--- config.mk ---
export PLATFORM = sky130hd
export DESIGN_NAME = prime_field_alu_top
export DESIGN_NICKNAME = d
export VERILOG_FILES = /design/src/pfa_pkg.sv /design/src/pfa_inv.sv /design/src/prime_field_alu_top.sv
export SDC_FILE = /design/constraint.sdc
export NUM_CORES = 1
export LEC_CHECK = 0
export BUFFER_PORTS_ARGS = -buffer_cell sky130_fd_sc_hd__buf_2
export CORE_MARGIN = 2
export CORE_UTILIZATION = 52
export DETAILED_ROUTE_END_ITERATION = 6
export PLACE_DENSITY = 0.71
export SYNTH_ARGS = -nofsm -noshare
export SYNTH_HDL_FRONTEND = slang
export SYNTH_SLANG_ARGS = --single-unit
--- constraint.sdc ---
create_clock -name i_clk -period 6.36 [get_ports i_clk]
set_input_delay 0.318 -clock i_clk [delete_from_list [all_inputs] [get_ports i_clk]]
set_output_delay 0.318 -clock i_clk [all_outputs]
set_load 0.01 [all_outputs]
--- src/pfa_pkg.sv ---
// ----------------------------------------------------------------------------
// Prime field ALU package
// Field widths, opcodes and the status word of the inverse engine.
// ----------------------------------------------------------------------------
package pfa_pkg;

    localparam int FIELD_W = 16;
    localparam int OPC_W   = 2;

    localparam logic [OPC_W-1:0] OP_ADD = 2'd0;
    localparam logic [OPC_W-1:0] OP_MUL = 2'd1;
    localparam logic [OPC_W-1:0] OP_INV = 2'd2;

    localparam logic [FIELD_W-1:0] MODULUS_RESET = 16'd2;

    typedef struct packed {
        logic done;
        logic no_inverse;
    } t_inv_status;

endpackage

--- src/pfa_inv.sv ---
// ----------------------------------------------------------------------------
// Prime field ALU inverse engine
// Binary extended GCD, one halving or one subtraction per cycle, followed
// by a short correction that brings the coefficient into range.
// ----------------------------------------------------------------------------
module pfa_inv #(
    parameter int WIDTH = 16
) (
    input  logic                i_clk,
    input  logic                i_rst_n,
    input  logic                i_start,
    input  logic [WIDTH-1:0]    i_a,
    input  logic [WIDTH-1:0]    i_m,
    output logic [WIDTH-1:0]    o_result,
    output pfa_pkg::t_inv_status o_status
);
    import pfa_pkg::*;

    localparam int SW = WIDTH + 3;

    localparam logic [1:0] S_IDLE = 2'd0;
    localparam logic [1:0] S_LOOP = 2'd1;
    localparam logic [1:0] S_FIX  = 2'd2;

    logic [1:0]              r_state, n_state;
    logic [WIDTH-1:0]        r_m, n_m, r_a, n_a;
    logic [WIDTH-1:0]        r_u, n_u, r_v, n_v;
    logic signed [SW-1:0]    r_ca, n_ca, r_cb, n_cb, r_cc, n_cc, r_cd, n_cd;
    logic                    r_done, n_done;
    logic                    r_flag, n_flag;
    logic [WIDTH-1:0]        r_result, n_result;
    logic signed [SW-1:0]    mx, ay;

    assign mx = signed'({3'b000, r_m});
    assign ay = signed'({3'b000, r_a});

    always_comb begin
        n_state  = r_state;
        n_m      = r_m;
        n_a      = r_a;
        n_u      = r_u;
        n_v      = r_v;
        n_ca     = r_ca;
        n_cb     = r_cb;
        n_cc     = r_cc;
        n_cd     = r_cd;
        n_done   = 1'b0;
        n_flag   = r_flag;
        n_result = r_result;
        unique case (r_state)
            S_IDLE: begin
                if (i_start) begin
                    n_m  = i_m;
                    n_a  = i_a;
                    n_u  = i_m;
                    n_v  = i_a;
                    n_ca = SW'(1);
                    n_cb = '0;
                    n_cc = '0;
                    n_cd = SW'(1);
                    if (i_a == '0 || (!i_m[0] && !i_a[0])) begin
                        n_done   = 1'b1;
                        n_flag   = 1'b1;
                        n_result = '0;
                    end else begin
                        n_state = S_LOOP;
                    end
                end
            end
            S_LOOP: begin
                priority if (r_u == '0) begin
                    if (r_v == WIDTH'(1)) begin
                        n_state = S_FIX;
                    end else begin
                        n_done   = 1'b1;
                        n_flag   = 1'b1;
                        n_result = '0;
                        n_state  = S_IDLE;
                    end
                end else if (!r_u[0]) begin
                    n_u = r_u >> 1;
                    if (!r_ca[0] && !r_cb[0]) begin
                        n_ca = r_ca >>> 1;
                        n_cb = r_cb >>> 1;
                    end else begin
                        n_ca = (r_ca + ay) >>> 1;
                        n_cb = (r_cb - mx) >>> 1;
                    end
                end else if (!r_v[0]) begin
                    n_v = r_v >> 1;
                    if (!r_cc[0] && !r_cd[0]) begin
                        n_cc = r_cc >>> 1;
                        n_cd = r_cd >>> 1;
                    end else begin
                        n_cc = (r_cc + ay) >>> 1;
                        n_cd = (r_cd - mx) >>> 1;
                    end
                end else if (r_u >= r_v) begin
                    n_u  = r_u - r_v;
                    n_ca = r_ca - r_cc;
                    n_cb = r_cb - r_cd;
                end else begin
                    n_v  = r_v - r_u;
                    n_cc = r_cc - r_ca;
                    n_cd = r_cd - r_cb;
                end
            end
            S_FIX: begin
                priority if (r_cd[SW-1]) begin
                    n_cd = r_cd + mx;
                end else if (r_cd >= mx) begin
                    n_cd = r_cd - mx;
                end else begin
                    n_done   = 1'b1;
                    n_flag   = 1'b0;
                    n_result = r_cd[WIDTH-1:0];
                    n_state  = S_IDLE;
                end
            end
            default: begin
                n_state = S_IDLE;
            end
        endcase
    end

    always_ff @(posedge i_clk) begin
        if (!i_rst_n) begin
            r_state <= S_IDLE;
            r_done  <= 1'b0;
        end else begin
            r_state <= n_state;
            r_done  <= n_done;
        end
        r_m      <= n_m;
        r_a      <= n_a;
        r_u      <= n_u;
        r_v      <= n_v;
        r_ca     <= n_ca;
        r_cb     <= n_cb;
        r_cc     <= n_cc;
        r_cd     <= n_cd;
        r_flag   <= n_flag;
        r_result <= n_result;
    end

    assign o_result            = r_result;
    assign o_status.done       = r_done;
    assign o_status.no_inverse = r_flag;

endmodule

--- src/prime_field_alu_top.sv ---
// ----------------------------------------------------------------------------
// Prime field ALU
// Modular add, multiply and inverse over a configurable modulus.
//
// Channel   Direction  Handshake                    Word
// cfg       in         i_cfg_we                     i_cfg_wdata (modulus)
// in        in         i_in_valid / o_in_ready      i_opcode, i_operand_a/b
// out       out        o_out_valid / i_out_ready    o_result, o_no_inverse
//
// One word is processed at a time. Both operands are reduced one bit per
// cycle, then add performs a modular addition, multiply runs Horner
// shift-and-add over the bits of B, and inverse runs the GCD loop in the
// inverse engine. The result then passes through the S_OUT state into the
// output register. A stalled output holds the finished result in the
// engine until the output register frees.
// Reset is synchronous and sets the modulus to 2.
// ----------------------------------------------------------------------------
module prime_field_alu_top #(
    parameter int WIDTH = 16
) (
    input  logic                         i_clk,
    input  logic                         i_rst_n,
    input  logic                         i_cfg_we,
    input  logic [pfa_pkg::FIELD_W-1:0]  i_cfg_wdata,
    input  logic                         i_in_valid,
    output logic                         o_in_ready,
    input  logic [pfa_pkg::OPC_W-1:0]    i_opcode,
    input  logic [pfa_pkg::FIELD_W-1:0]  i_operand_a,
    input  logic [pfa_pkg::FIELD_W-1:0]  i_operand_b,
    output logic                         o_out_valid,
    input  logic                         i_out_ready,
    output logic [pfa_pkg::FIELD_W-1:0]  o_result,
    output logic                         o_no_inverse
);
    import pfa_pkg::*;

    localparam int CW = $clog2(WIDTH);

    localparam logic [2:0] S_IDLE = 3'd0;
    localparam logic [2:0] S_RED  = 3'd1;
    localparam logic [2:0] S_ADD  = 3'd2;
    localparam logic [2:0] S_MUL  = 3'd3;
    localparam logic [2:0] S_IST  = 3'd4;
    localparam logic [2:0] S_INV  = 3'd5;
    localparam logic [2:0] S_OUT  = 3'd6;

    logic [2:0]          r_state, n_state;
    logic [CW-1:0]       r_cnt, n_cnt;
    logic [OPC_W-1:0]    r_op, n_op;
    logic [WIDTH-1:0]    r_sa, n_sa, r_sb, n_sb;
    logic [WIDTH-1:0]    r_ra, n_ra, r_rb, n_rb;
    logic [WIDTH-1:0]    r_acc, n_acc;
    logic [WIDTH-1:0]    r_res, n_res;
    logic                r_flag, n_flag;
    logic                r_out_valid, n_out_valid;
    logic [FIELD_W-1:0]  r_o_result, n_o_result;
    logic                r_o_flag, n_o_flag;
    logic [FIELD_W-1:0]  r_modulus;

    logic [WIDTH-1:0]    mw, m_eff;
    logic [WIDTH:0]      m_ext;
    logic [WIDTH:0]      red_a, red_b, dbl, sum_ab, mac;
    logic [WIDTH-1:0]    red_a_r, red_b_r, dbl_r, sum_ab_r, mac_r;
    logic                inv_start;
    logic [WIDTH-1:0]    inv_result;
    t_inv_status         inv_status;

    assign mw    = WIDTH'(r_modulus);
    assign m_eff = (mw < WIDTH'(2)) ? WIDTH'(1) : mw;
    assign m_ext = {1'b0, m_eff};

    // Bit-serial remainder: shift in the next operand bit, subtract once.
    assign red_a   = {r_ra, r_sa[WIDTH-1]};
    assign red_b   = {r_rb, r_sb[WIDTH-1]};
    assign red_a_r = (red_a >= m_ext) ? WIDTH'(red_a - m_ext) : red_a[WIDTH-1:0];
    assign red_b_r = (red_b >= m_ext) ? WIDTH'(red_b - m_ext) : red_b[WIDTH-1:0];

    assign sum_ab   = {1'b0, r_ra} + {1'b0, r_rb};
    assign sum_ab_r = (sum_ab >= m_ext) ? WIDTH'(sum_ab - m_ext) : sum_ab[WIDTH-1:0];

    // Horner step of the product: double, then add operand A on a set bit of B.
    assign dbl   = {r_acc, 1'b0};
    assign dbl_r = (dbl >= m_ext) ? WIDTH'(dbl - m_ext) : dbl[WIDTH-1:0];
    assign mac   = {1'b0, dbl_r} + (r_sb[WIDTH-1] ? {1'b0, r_ra} : '0);
    assign mac_r = (mac >= m_ext) ? WIDTH'(mac - m_ext) : mac[WIDTH-1:0];

    assign inv_start = (r_state == S_IST);

    pfa_inv #(
        .WIDTH (WIDTH)
    ) u_inv (
        .i_clk    (i_clk),
        .i_rst_n  (i_rst_n),
        .i_start  (inv_start),
        .i_a      (r_ra),
        .i_m      (m_eff),
        .o_result (inv_result),
        .o_status (inv_status)
    );

    always_comb begin
        n_state     = r_state;
        n_cnt       = r_cnt;
        n_op        = r_op;
        n_sa        = r_sa;
        n_sb        = r_sb;
        n_ra        = r_ra;
        n_rb        = r_rb;
        n_acc       = r_acc;
        n_res       = r_res;
        n_flag      = r_flag;
        n_o_result  = r_o_result;
        n_o_flag    = r_o_flag;
        n_out_valid = r_out_valid & ~i_out_ready;
        unique case (r_state)
            S_IDLE: begin
                if (i_in_valid) begin
                    n_op    = i_opcode;
                    n_sa    = WIDTH'(i_operand_a);
                    n_sb    = WIDTH'(i_operand_b);
                    n_ra    = '0;
                    n_rb    = '0;
                    n_cnt   = CW'(WIDTH - 1);
                    n_state = S_RED;
                end
            end
            S_RED: begin
                n_ra  = red_a_r;
                n_rb  = red_b_r;
                n_sa  = r_sa << 1;
                n_sb  = r_sb << 1;
                n_cnt = r_cnt - CW'(1);
                if (r_cnt == '0) begin
                    unique case (r_op)
                        OP_ADD: begin
                            n_state = S_ADD;
                        end
                        OP_MUL: begin
                            n_sb    = red_b_r;
                            n_acc   = '0;
                            n_cnt   = CW'(WIDTH - 1);
                            n_state = S_MUL;
                        end
                        OP_INV: begin
                            n_state = S_IST;
                        end
                        default: begin
                            n_res   = '0;
                            n_flag  = 1'b0;
                            n_state = S_OUT;
                        end
                    endcase
                end
            end
            S_ADD: begin
                n_res   = sum_ab_r;
                n_flag  = 1'b0;
                n_state = S_OUT;
            end
            S_MUL: begin
                n_acc = mac_r;
                n_sb  = r_sb << 1;
                n_cnt = r_cnt - CW'(1);
                if (r_cnt == '0) begin
                    n_res   = mac_r;
                    n_flag  = 1'b0;
                    n_state = S_OUT;
                end
            end
            S_IST: begin
                n_state = S_INV;
            end
            S_INV: begin
                if (inv_status.done) begin
                    n_res   = inv_result;
                    n_flag  = inv_status.no_inverse;
                    n_state = S_OUT;
                end
            end
            S_OUT: begin
                if (!r_out_valid || i_out_ready) begin
                    n_o_result  = FIELD_W'(r_res);
                    n_o_flag    = r_flag;
                    n_out_valid = 1'b1;
                    n_state     = S_IDLE;
                end
            end
            default: begin
                n_state = S_IDLE;
            end
        endcase
    end

    always_ff @(posedge i_clk) begin
        if (!i_rst_n) begin
            r_state     <= S_IDLE;
            r_out_valid <= 1'b0;
            r_modulus   <= MODULUS_RESET;
        end else begin
            r_state     <= n_state;
            r_out_valid <= n_out_valid;
            if (i_cfg_we) begin
                r_modulus <= i_cfg_wdata;
            end
        end
        r_cnt      <= n_cnt;
        r_op       <= n_op;
        r_sa       <= n_sa;
        r_sb       <= n_sb;
        r_ra       <= n_ra;
        r_rb       <= n_rb;
        r_acc      <= n_acc;
        r_res      <= n_res;
        r_flag     <= n_flag;
        r_o_result <= n_o_result;
        r_o_flag   <= n_o_flag;
    end

    assign o_in_ready   = (r_state == S_IDLE);
    assign o_out_valid  = r_out_valid;
    assign o_result     = r_o_result;
    assign o_no_inverse = r_o_flag;

endmodule
* Word-level counts from Yosys, hierarchy flattened
Cells that the tools add are included.
Cells by class: mux-type cells 110, add/subtract/negate cells 19, $lt $le $gt $ge 8, shift operators 0, eq/ne operators 33, div/mod/pow operators 0, bitwise gates (word level) 2, multipliers 0, reductions and logical operators 43
Operators by type and width (count):
- $mux 16 | 34
- $mux 19 | 24
- $pmux 16 s2 | 6
- $pmux 19 s2 | 3
- $sub 16x16->16 | 7
- $pmux 16 s3 | 2
- $ge 17x16->1 | 5
- $sub 19x19->19 | 4
- $pmux 16 s4 | 1
- $add 19x17->19 | 3
- $pmux 19 s3 | 1
- $sub 19x17->19 | 2
- $add 16x16->17 | 2
- $logic_not 16->1 | 2
- $reduce_and 5->1 | 5
- $ne 2x2->1 const B | 12
- $reduce_and 6->1 | 4
- $pmux 3 s7 | 1
- $ge 19x17->1 | 1
- $mux 1 | 18
- $eq 16x1->1 const B | 1
- $ge 16x16->1 | 1
- $lt 16x2->1 const B | 1
- $mux 3 | 5
- other kinds (33) | 70
Word-level totals: input port bits 55, output and inout bits 19, RAM bits 0, register bits 300, ROM bits 0, word-level logic and storage cells 247, bits in latches 0, memories kept 0

* Depth between registers and ports, before layout
word-level depth 9, gate-level depth with buffers 31, mapped depth without buffers 28

* Modules after synthesis
A second synthesis with hierarchy kept.
Second synthesis, totals: cells, all modules 3356, area total of the unflattened synthesis 29196.8 µm²
By module, submodules not included:
- pfa_inv | instances 1, area an instance 17252.8 µm², cells an instance 2038, sequential area each 4774.6 µm²
- prime_field_alu_top | instances 1, area an instance 11944.0 µm², cells an instance 1318, sequential area each 4003.8 µm²

* Least setup slack after synthesis
Ideal clock, no wire load.
path type register to register, start point register r_modulus[10], in the netlist mw[10], end point register r_res[1], data pin, clock period less this slack 6344 ps, required time 6099 ps, cell stages (with the launch flop) 29, buffers on the path 3, library setup time 261 ps, arrival time 6084 ps, path slack 16 ps, cells stage by stage dfxtp_1 > inv_1 > ha_1 > a21o_1 > a221oi_1 > o21ai_0 > a21o_1 > a21oi_1 > o21ai_0 > a211o_1 > buf_2 > buf_2 > and2_1 > ha_1 > fa_1 > a211oi_1 > o21ai_0 > a31oi_1 > a21oi_1 > a31oi_1 > xnor2_1 > ha_1 > a21o_1 > a2111oi_0 > nand3b_1 > clkbuf_1 > nand2_1 > a21oi_1 > a221o_1
Between the ends: longest elaborated chain between the ends 9, elaborated cells on any way between the ends 14, those cells by class 4 x add/sub; 4 x order compare; 6 x mux
Ends and longest elaborated chain:
- start: declaration | line prime_field_alu_top.sv:58 | logic [FIELD_W-1:0] r_modulus;
- start signal: assignment | line prime_field_alu_top.sv:203 | r_modulus <= i_cfg_wdata;
- $lt 16x2->1 | line prime_field_alu_top.sv:69 | assign m_eff = (mw < WIDTH'(2)) ? WIDTH'(1) : mw;
- $mux 16 * | line prime_field_alu_top.sv:69
- $sub 16x16->16 / $ge 17x16->1 (equally long branches) | line prime_field_alu_top.sv:83 | assign dbl_r = (dbl >= m_ext) ? WIDTH'(dbl - m_ext) : dbl[WIDTH-1:0];
- $mux 16 | line prime_field_alu_top.sv:83
- $add 16x16->17 | line prime_field_alu_top.sv:84 | assign mac = {1'b0, dbl_r} + (r_sb[WIDTH-1] ? {1'b0, r_ra} : '0);
- $sub 16x16->16 / $ge 17x16->1 (equally long branches) | line prime_field_alu_top.sv:85 | assign mac_r = (mac >= m_ext) ? WIDTH'(mac - m_ext) : mac[WIDTH-1:0];
- $mux 16 | line prime_field_alu_top.sv:85
- $mux 16 | line prime_field_alu_top.sv:164 | if (r_cnt == '0) begin
- $pmux 16 s4 * | line prime_field_alu_top.sv:115 | unique case (r_state)
- named net n_res[1] | line prime_field_alu_top.sv:53 | logic [WIDTH-1:0] r_res, n_res;
- end signal: assignment | line prime_field_alu_top.sv:213 | r_res <= n_res;
- end: declaration | line prime_field_alu_top.sv:53
Mark *: on every way through the listed nets, which the timed path passes. The rest lies on a longest branch. The select of a mux whose other input is x is not followed. A chain may end at the register's enable or synchronous reset.

* Worst setup path in the final report
start point register r_acc[10], end point register r_res[5], data pin
Between the ends: longest elaborated chain between the ends 7, elaborated cells on any way between the ends 9, those cells by class 3 x add/sub; 2 x order compare; 4 x mux
Ends and longest elaborated chain:
- start: declaration | line prime_field_alu_top.sv:52 | logic [WIDTH-1:0] r_acc, n_acc;
- start signal: assignment | line prime_field_alu_top.sv:212 | r_acc <= n_acc;
- $ge 17x16->1 / $sub 16x16->16 (equally long branches) | line prime_field_alu_top.sv:83
- $mux 16 * | line prime_field_alu_top.sv:83
- $add 16x16->17 * | line prime_field_alu_top.sv:84
- $sub 16x16->16 / $ge 17x16->1 (equally long branches) | line prime_field_alu_top.sv:85
- $mux 16 * | line prime_field_alu_top.sv:85
- $mux 16 * | line prime_field_alu_top.sv:164
- $pmux 16 s4 * | line prime_field_alu_top.sv:115
- named net n_res[5] | line prime_field_alu_top.sv:53
Marked as above.

==> results_dict.tcl <==
set metrics [dict create \
    grt.busiest_layer "met2" \
    routed_wirelength_mm 89.9 \
    antenna_found_initial 0 \
    postSynth.asyncResetShare_pct 0 \
    hold_end "r_sb[5]" \
    hp-start "i_operand_b[5]" \
    cts_tree "done" \
    drive_above_1_share_pct 10.8 \
    yosys.area.top_type_share_pct 29.8 \
    die_x_um 236 \
    synth_top_family_by_area "compound AO/OA/AOI/OAI gates" \
    netlist_area_mm2 0.0279 \
    viasPerCell 6.37 \
    path_clk_slew_ns 0.06 \
    drt_iter0_drc 2089 \
    required_ns 6.67 \
    final_net_count 3621 \
    use_met3_pct 5.10 \
    worst_path_most_repeated_cell "a21oi_1" \
    worst-setup-path-type "flop to flop" \
    ys.flop_type "edfxtp_1" \
    synthSimpleGateAreaFrac_pct 15.2 \
    globalplace.congestion 1.02 \
    synth_enable_flop_cells 277 \
    reg2regPathDepth 30 \
    insertion_delay_ns 0.57 \
    outcome "completed" \
    r2r_end "r_res[5]" \
    crit_slowest_cell "edfxtp_1" \
    fillers 4561 \
    synth_top_area_cell "edfxtp_1" \
    wl_per_cell_um 22.7 \
    hold_depth 2 \
    crit_fanout 25 \
    grt_pass1_vias 24500 \
    fin_crit_sh_pct 95.1 \
    timing.fmax_mhz 165 \
    synth-adder-area-share_pct 14.6 \
    syn_inst 3173 \
    grt_max_degree 67 \
    drv_cap 0 \
    ys_types 92 \
    met2_usage_pct 51.0 \
    grt_use_met1_pct 40.9 \
    drc 0 \
    yosysWarningCount 0 \
    cpPeakStageDelay_ns 0.41 \
    dieArea_mm2 0.0556 \
    clk_path_buf_depth 3 \
    stdcell_area_mm2 0.0309 \
    fin_cells 3964 \
    slew_violations 0 \
    placed_area_mm2 0.0294 \
    numCtsBuffers 37 \
    core_mm2 0.0529 \
    min_period_ns 6.05 \
    track_usage_pct 31.5 \
    area_growth_pct 10.7 \
    overflow 0 \
    startpoint_type "flop" \
    arrival_ns 6.36 \
    r2r_start "r_acc[10]" \
    die_y_um 236 \
    num_io_pins 74 \
    grt_pass1_wl_mm 138 \
    vias 25300 \
    worstMarginPinSlew_ns 1.17 \
    min_path_type "primary input to flop" \
    synth-seq-area-share_pct 31.4 \
    cts_sinks 300 \
    endpoint_kind "flop" \
    dp_hpwl_mm 66.8 \
    ant_nets 0 \
    muxShareOfSynthArea_pct 3.17 \
    firstDrtPassIters 6 \
    start_util_pct 52.9 \
    port_buffers 73 \
    syn_avg_cell_area_um2 8.81 \
    rsz0062_at_grt "no" \
    diodes 0 \
    clock_skew_ns 0.0160 \
    synth-xor-area-share_pct 7.55 \
    htreeDepth 2 \
    ys_seq_elements 300 \
    finalHoldViolations 0 \
    setup_viol 0 \
    synth-compound-area-share_pct 22.7 \
    synth_nets 3544 \
    dpl.cell_count 3893 \
    ys_top_cells_by_area "edfxtp_1 30%, ha_1 13%, xnor2_1 5.4%" \
    max_slew_margin_pct 21.7 \
    rows 84 \
    worst-r2r-setup-slack_ns 0.31 \
    cts_root_buf "clkbuf_16" \
]
[how the worst max path moves through the flow]
stage	startpoint	to	slack, ns	cells after the start
final	r_acc[10]	r_res[5]	0.31	30
after global placement	r_acc[9]	r_res[4]	-0.09	26
after detailed placement	r_acc[9]	r_res[5]	-0.16	28
after CTS	mw[9]	r_res[5]	0.0009	30
after global routing	r_acc[9]	r_res[13]	0.0009	28
after floorplan	mw[10]	r_res[1]	0.02	28
[flip-flops by register name, summed over array words and instances (netlist names), 2 cells and up]
register / count
u_inv.r_ca: 19
u_inv.r_cb: 19
u_inv.r_cc: 19
u_inv.r_cd: 19
mw: 16
o_result: 16
r_acc: 16
r_ra: 16
r_rb: 16
r_res: 16
r_sa: 16
r_sb: 16
u_inv.o_result: 16
u_inv.r_a: 16
u_inv.r_m: 16
u_inv.r_u: 16
u_inv.r_v: 16
r_cnt: 4
r_state: 3
r_op: 2
u_inv.r_state: 2
[routing by layer]
layer	share of wire [%]	vias to the layer above
met5	0	-
met4	5.5	0
met3	7.8	284
met2	45	1118
met1	41	12100
li1	-	11800
[worst max-delay path: cells and delay by family (launching register included)]
family	cells	cell delay [ns]
buffers and inverters	5	0.70
AO/OA/AOI/OAI	12	2.20
adder cells (fa/ha/maj)	3	0.88
AND/OR/NAND/NOR	9	1.39
XOR/XNOR	1	0.23
flip-flops	1	0.41
[Yosys cell counts (73+ instances only)]
library cell	number
nor3_1	86
ha_1	298
o21ai_0	141
xnor2_1	172
nand2_1	199
edfxtp_1	277
nor2_1	309
a211oi_1	73
inv_1	229
clkbuf_1	117
a21oi_1	275
a21o_1	93
[final cells by class]
| type | count | area, um2 | area share (%) |
|---|---|---|---|
| multi-input combinational | 2494 | 17900 | 57.8 |
| sequential | 300 | 8780 | 28.4 |
| timing repair buffer | 186 | 1240 | 4.00 |
| clock buffer | 43 | 968 | 3.13 |
| inverter | 231 | 867 | 2.80 |
| tap | 688 | 861 | 2.78 |
| clock inverter | 22 | 330 | 1.07 |
[layout by cell type (no fill, tap or decap), drive strengths merged, types with 34 or more instances in the layout]
cell type,synthesis,final
nor2,311,311
ha,298,298
a21oi,280,280
edfxtp,277,277
inv,229,230
nand2,200,200
buf,31,183
xnor2,172,172
o21ai,151,151
a21o,93,93
nor3,86,86
a211oi,74,74
xor2,69,69
nor2b,59,59
mux2i,48,48
clkbuf,117,43
o21bai,40,40
nand3,39,39
a31oi,39,39
o21a,37,37
mux2,36,36
o211ai,34,34
[repair_timing]
action	in CTS	in global routing
hold endpoints to repair	3	0
pin swaps	1	14
gates resized for setup	3	39
buffers inserted	0	3
endpoints found under the setup margin	21	32
cloned	0	0
hold buffers	3	0
[per-stage QoR]
step | util [%] | setup WS, ns | hold WS, ns | setup TNS (ns)
2_1_floorplan | - | 0.0157 | 0.400 | 0
3_3_place_gp | 55.6 | -0.0945 | 0.403 | -0.938
3_5_place_dp | 55.6 | -0.155 | 0.410 | -1.65
4_1_cts | 58.2 | 0.000935 | 0.00780 | 0
5_1_grt | 58.5 | 0.000935 | 0.00987 | 0
6_report | 58.5 | 0.309 | 0.0296 | 0
[logic make-up after synthesis]
family                   Yosys count
AO/OA/AOI/OAI                    956
XOR/XNOR                         241
adder cells (fa/ha/maj)          316
buffers and inverters            379
flip-flops                       300
multiplexers                      84
AND/OR/NAND/NOR                  897
Power is left out: the tool's default activity adds up to more than one toggle a clock period on the data nets, which glitch-free logic cannot reach.
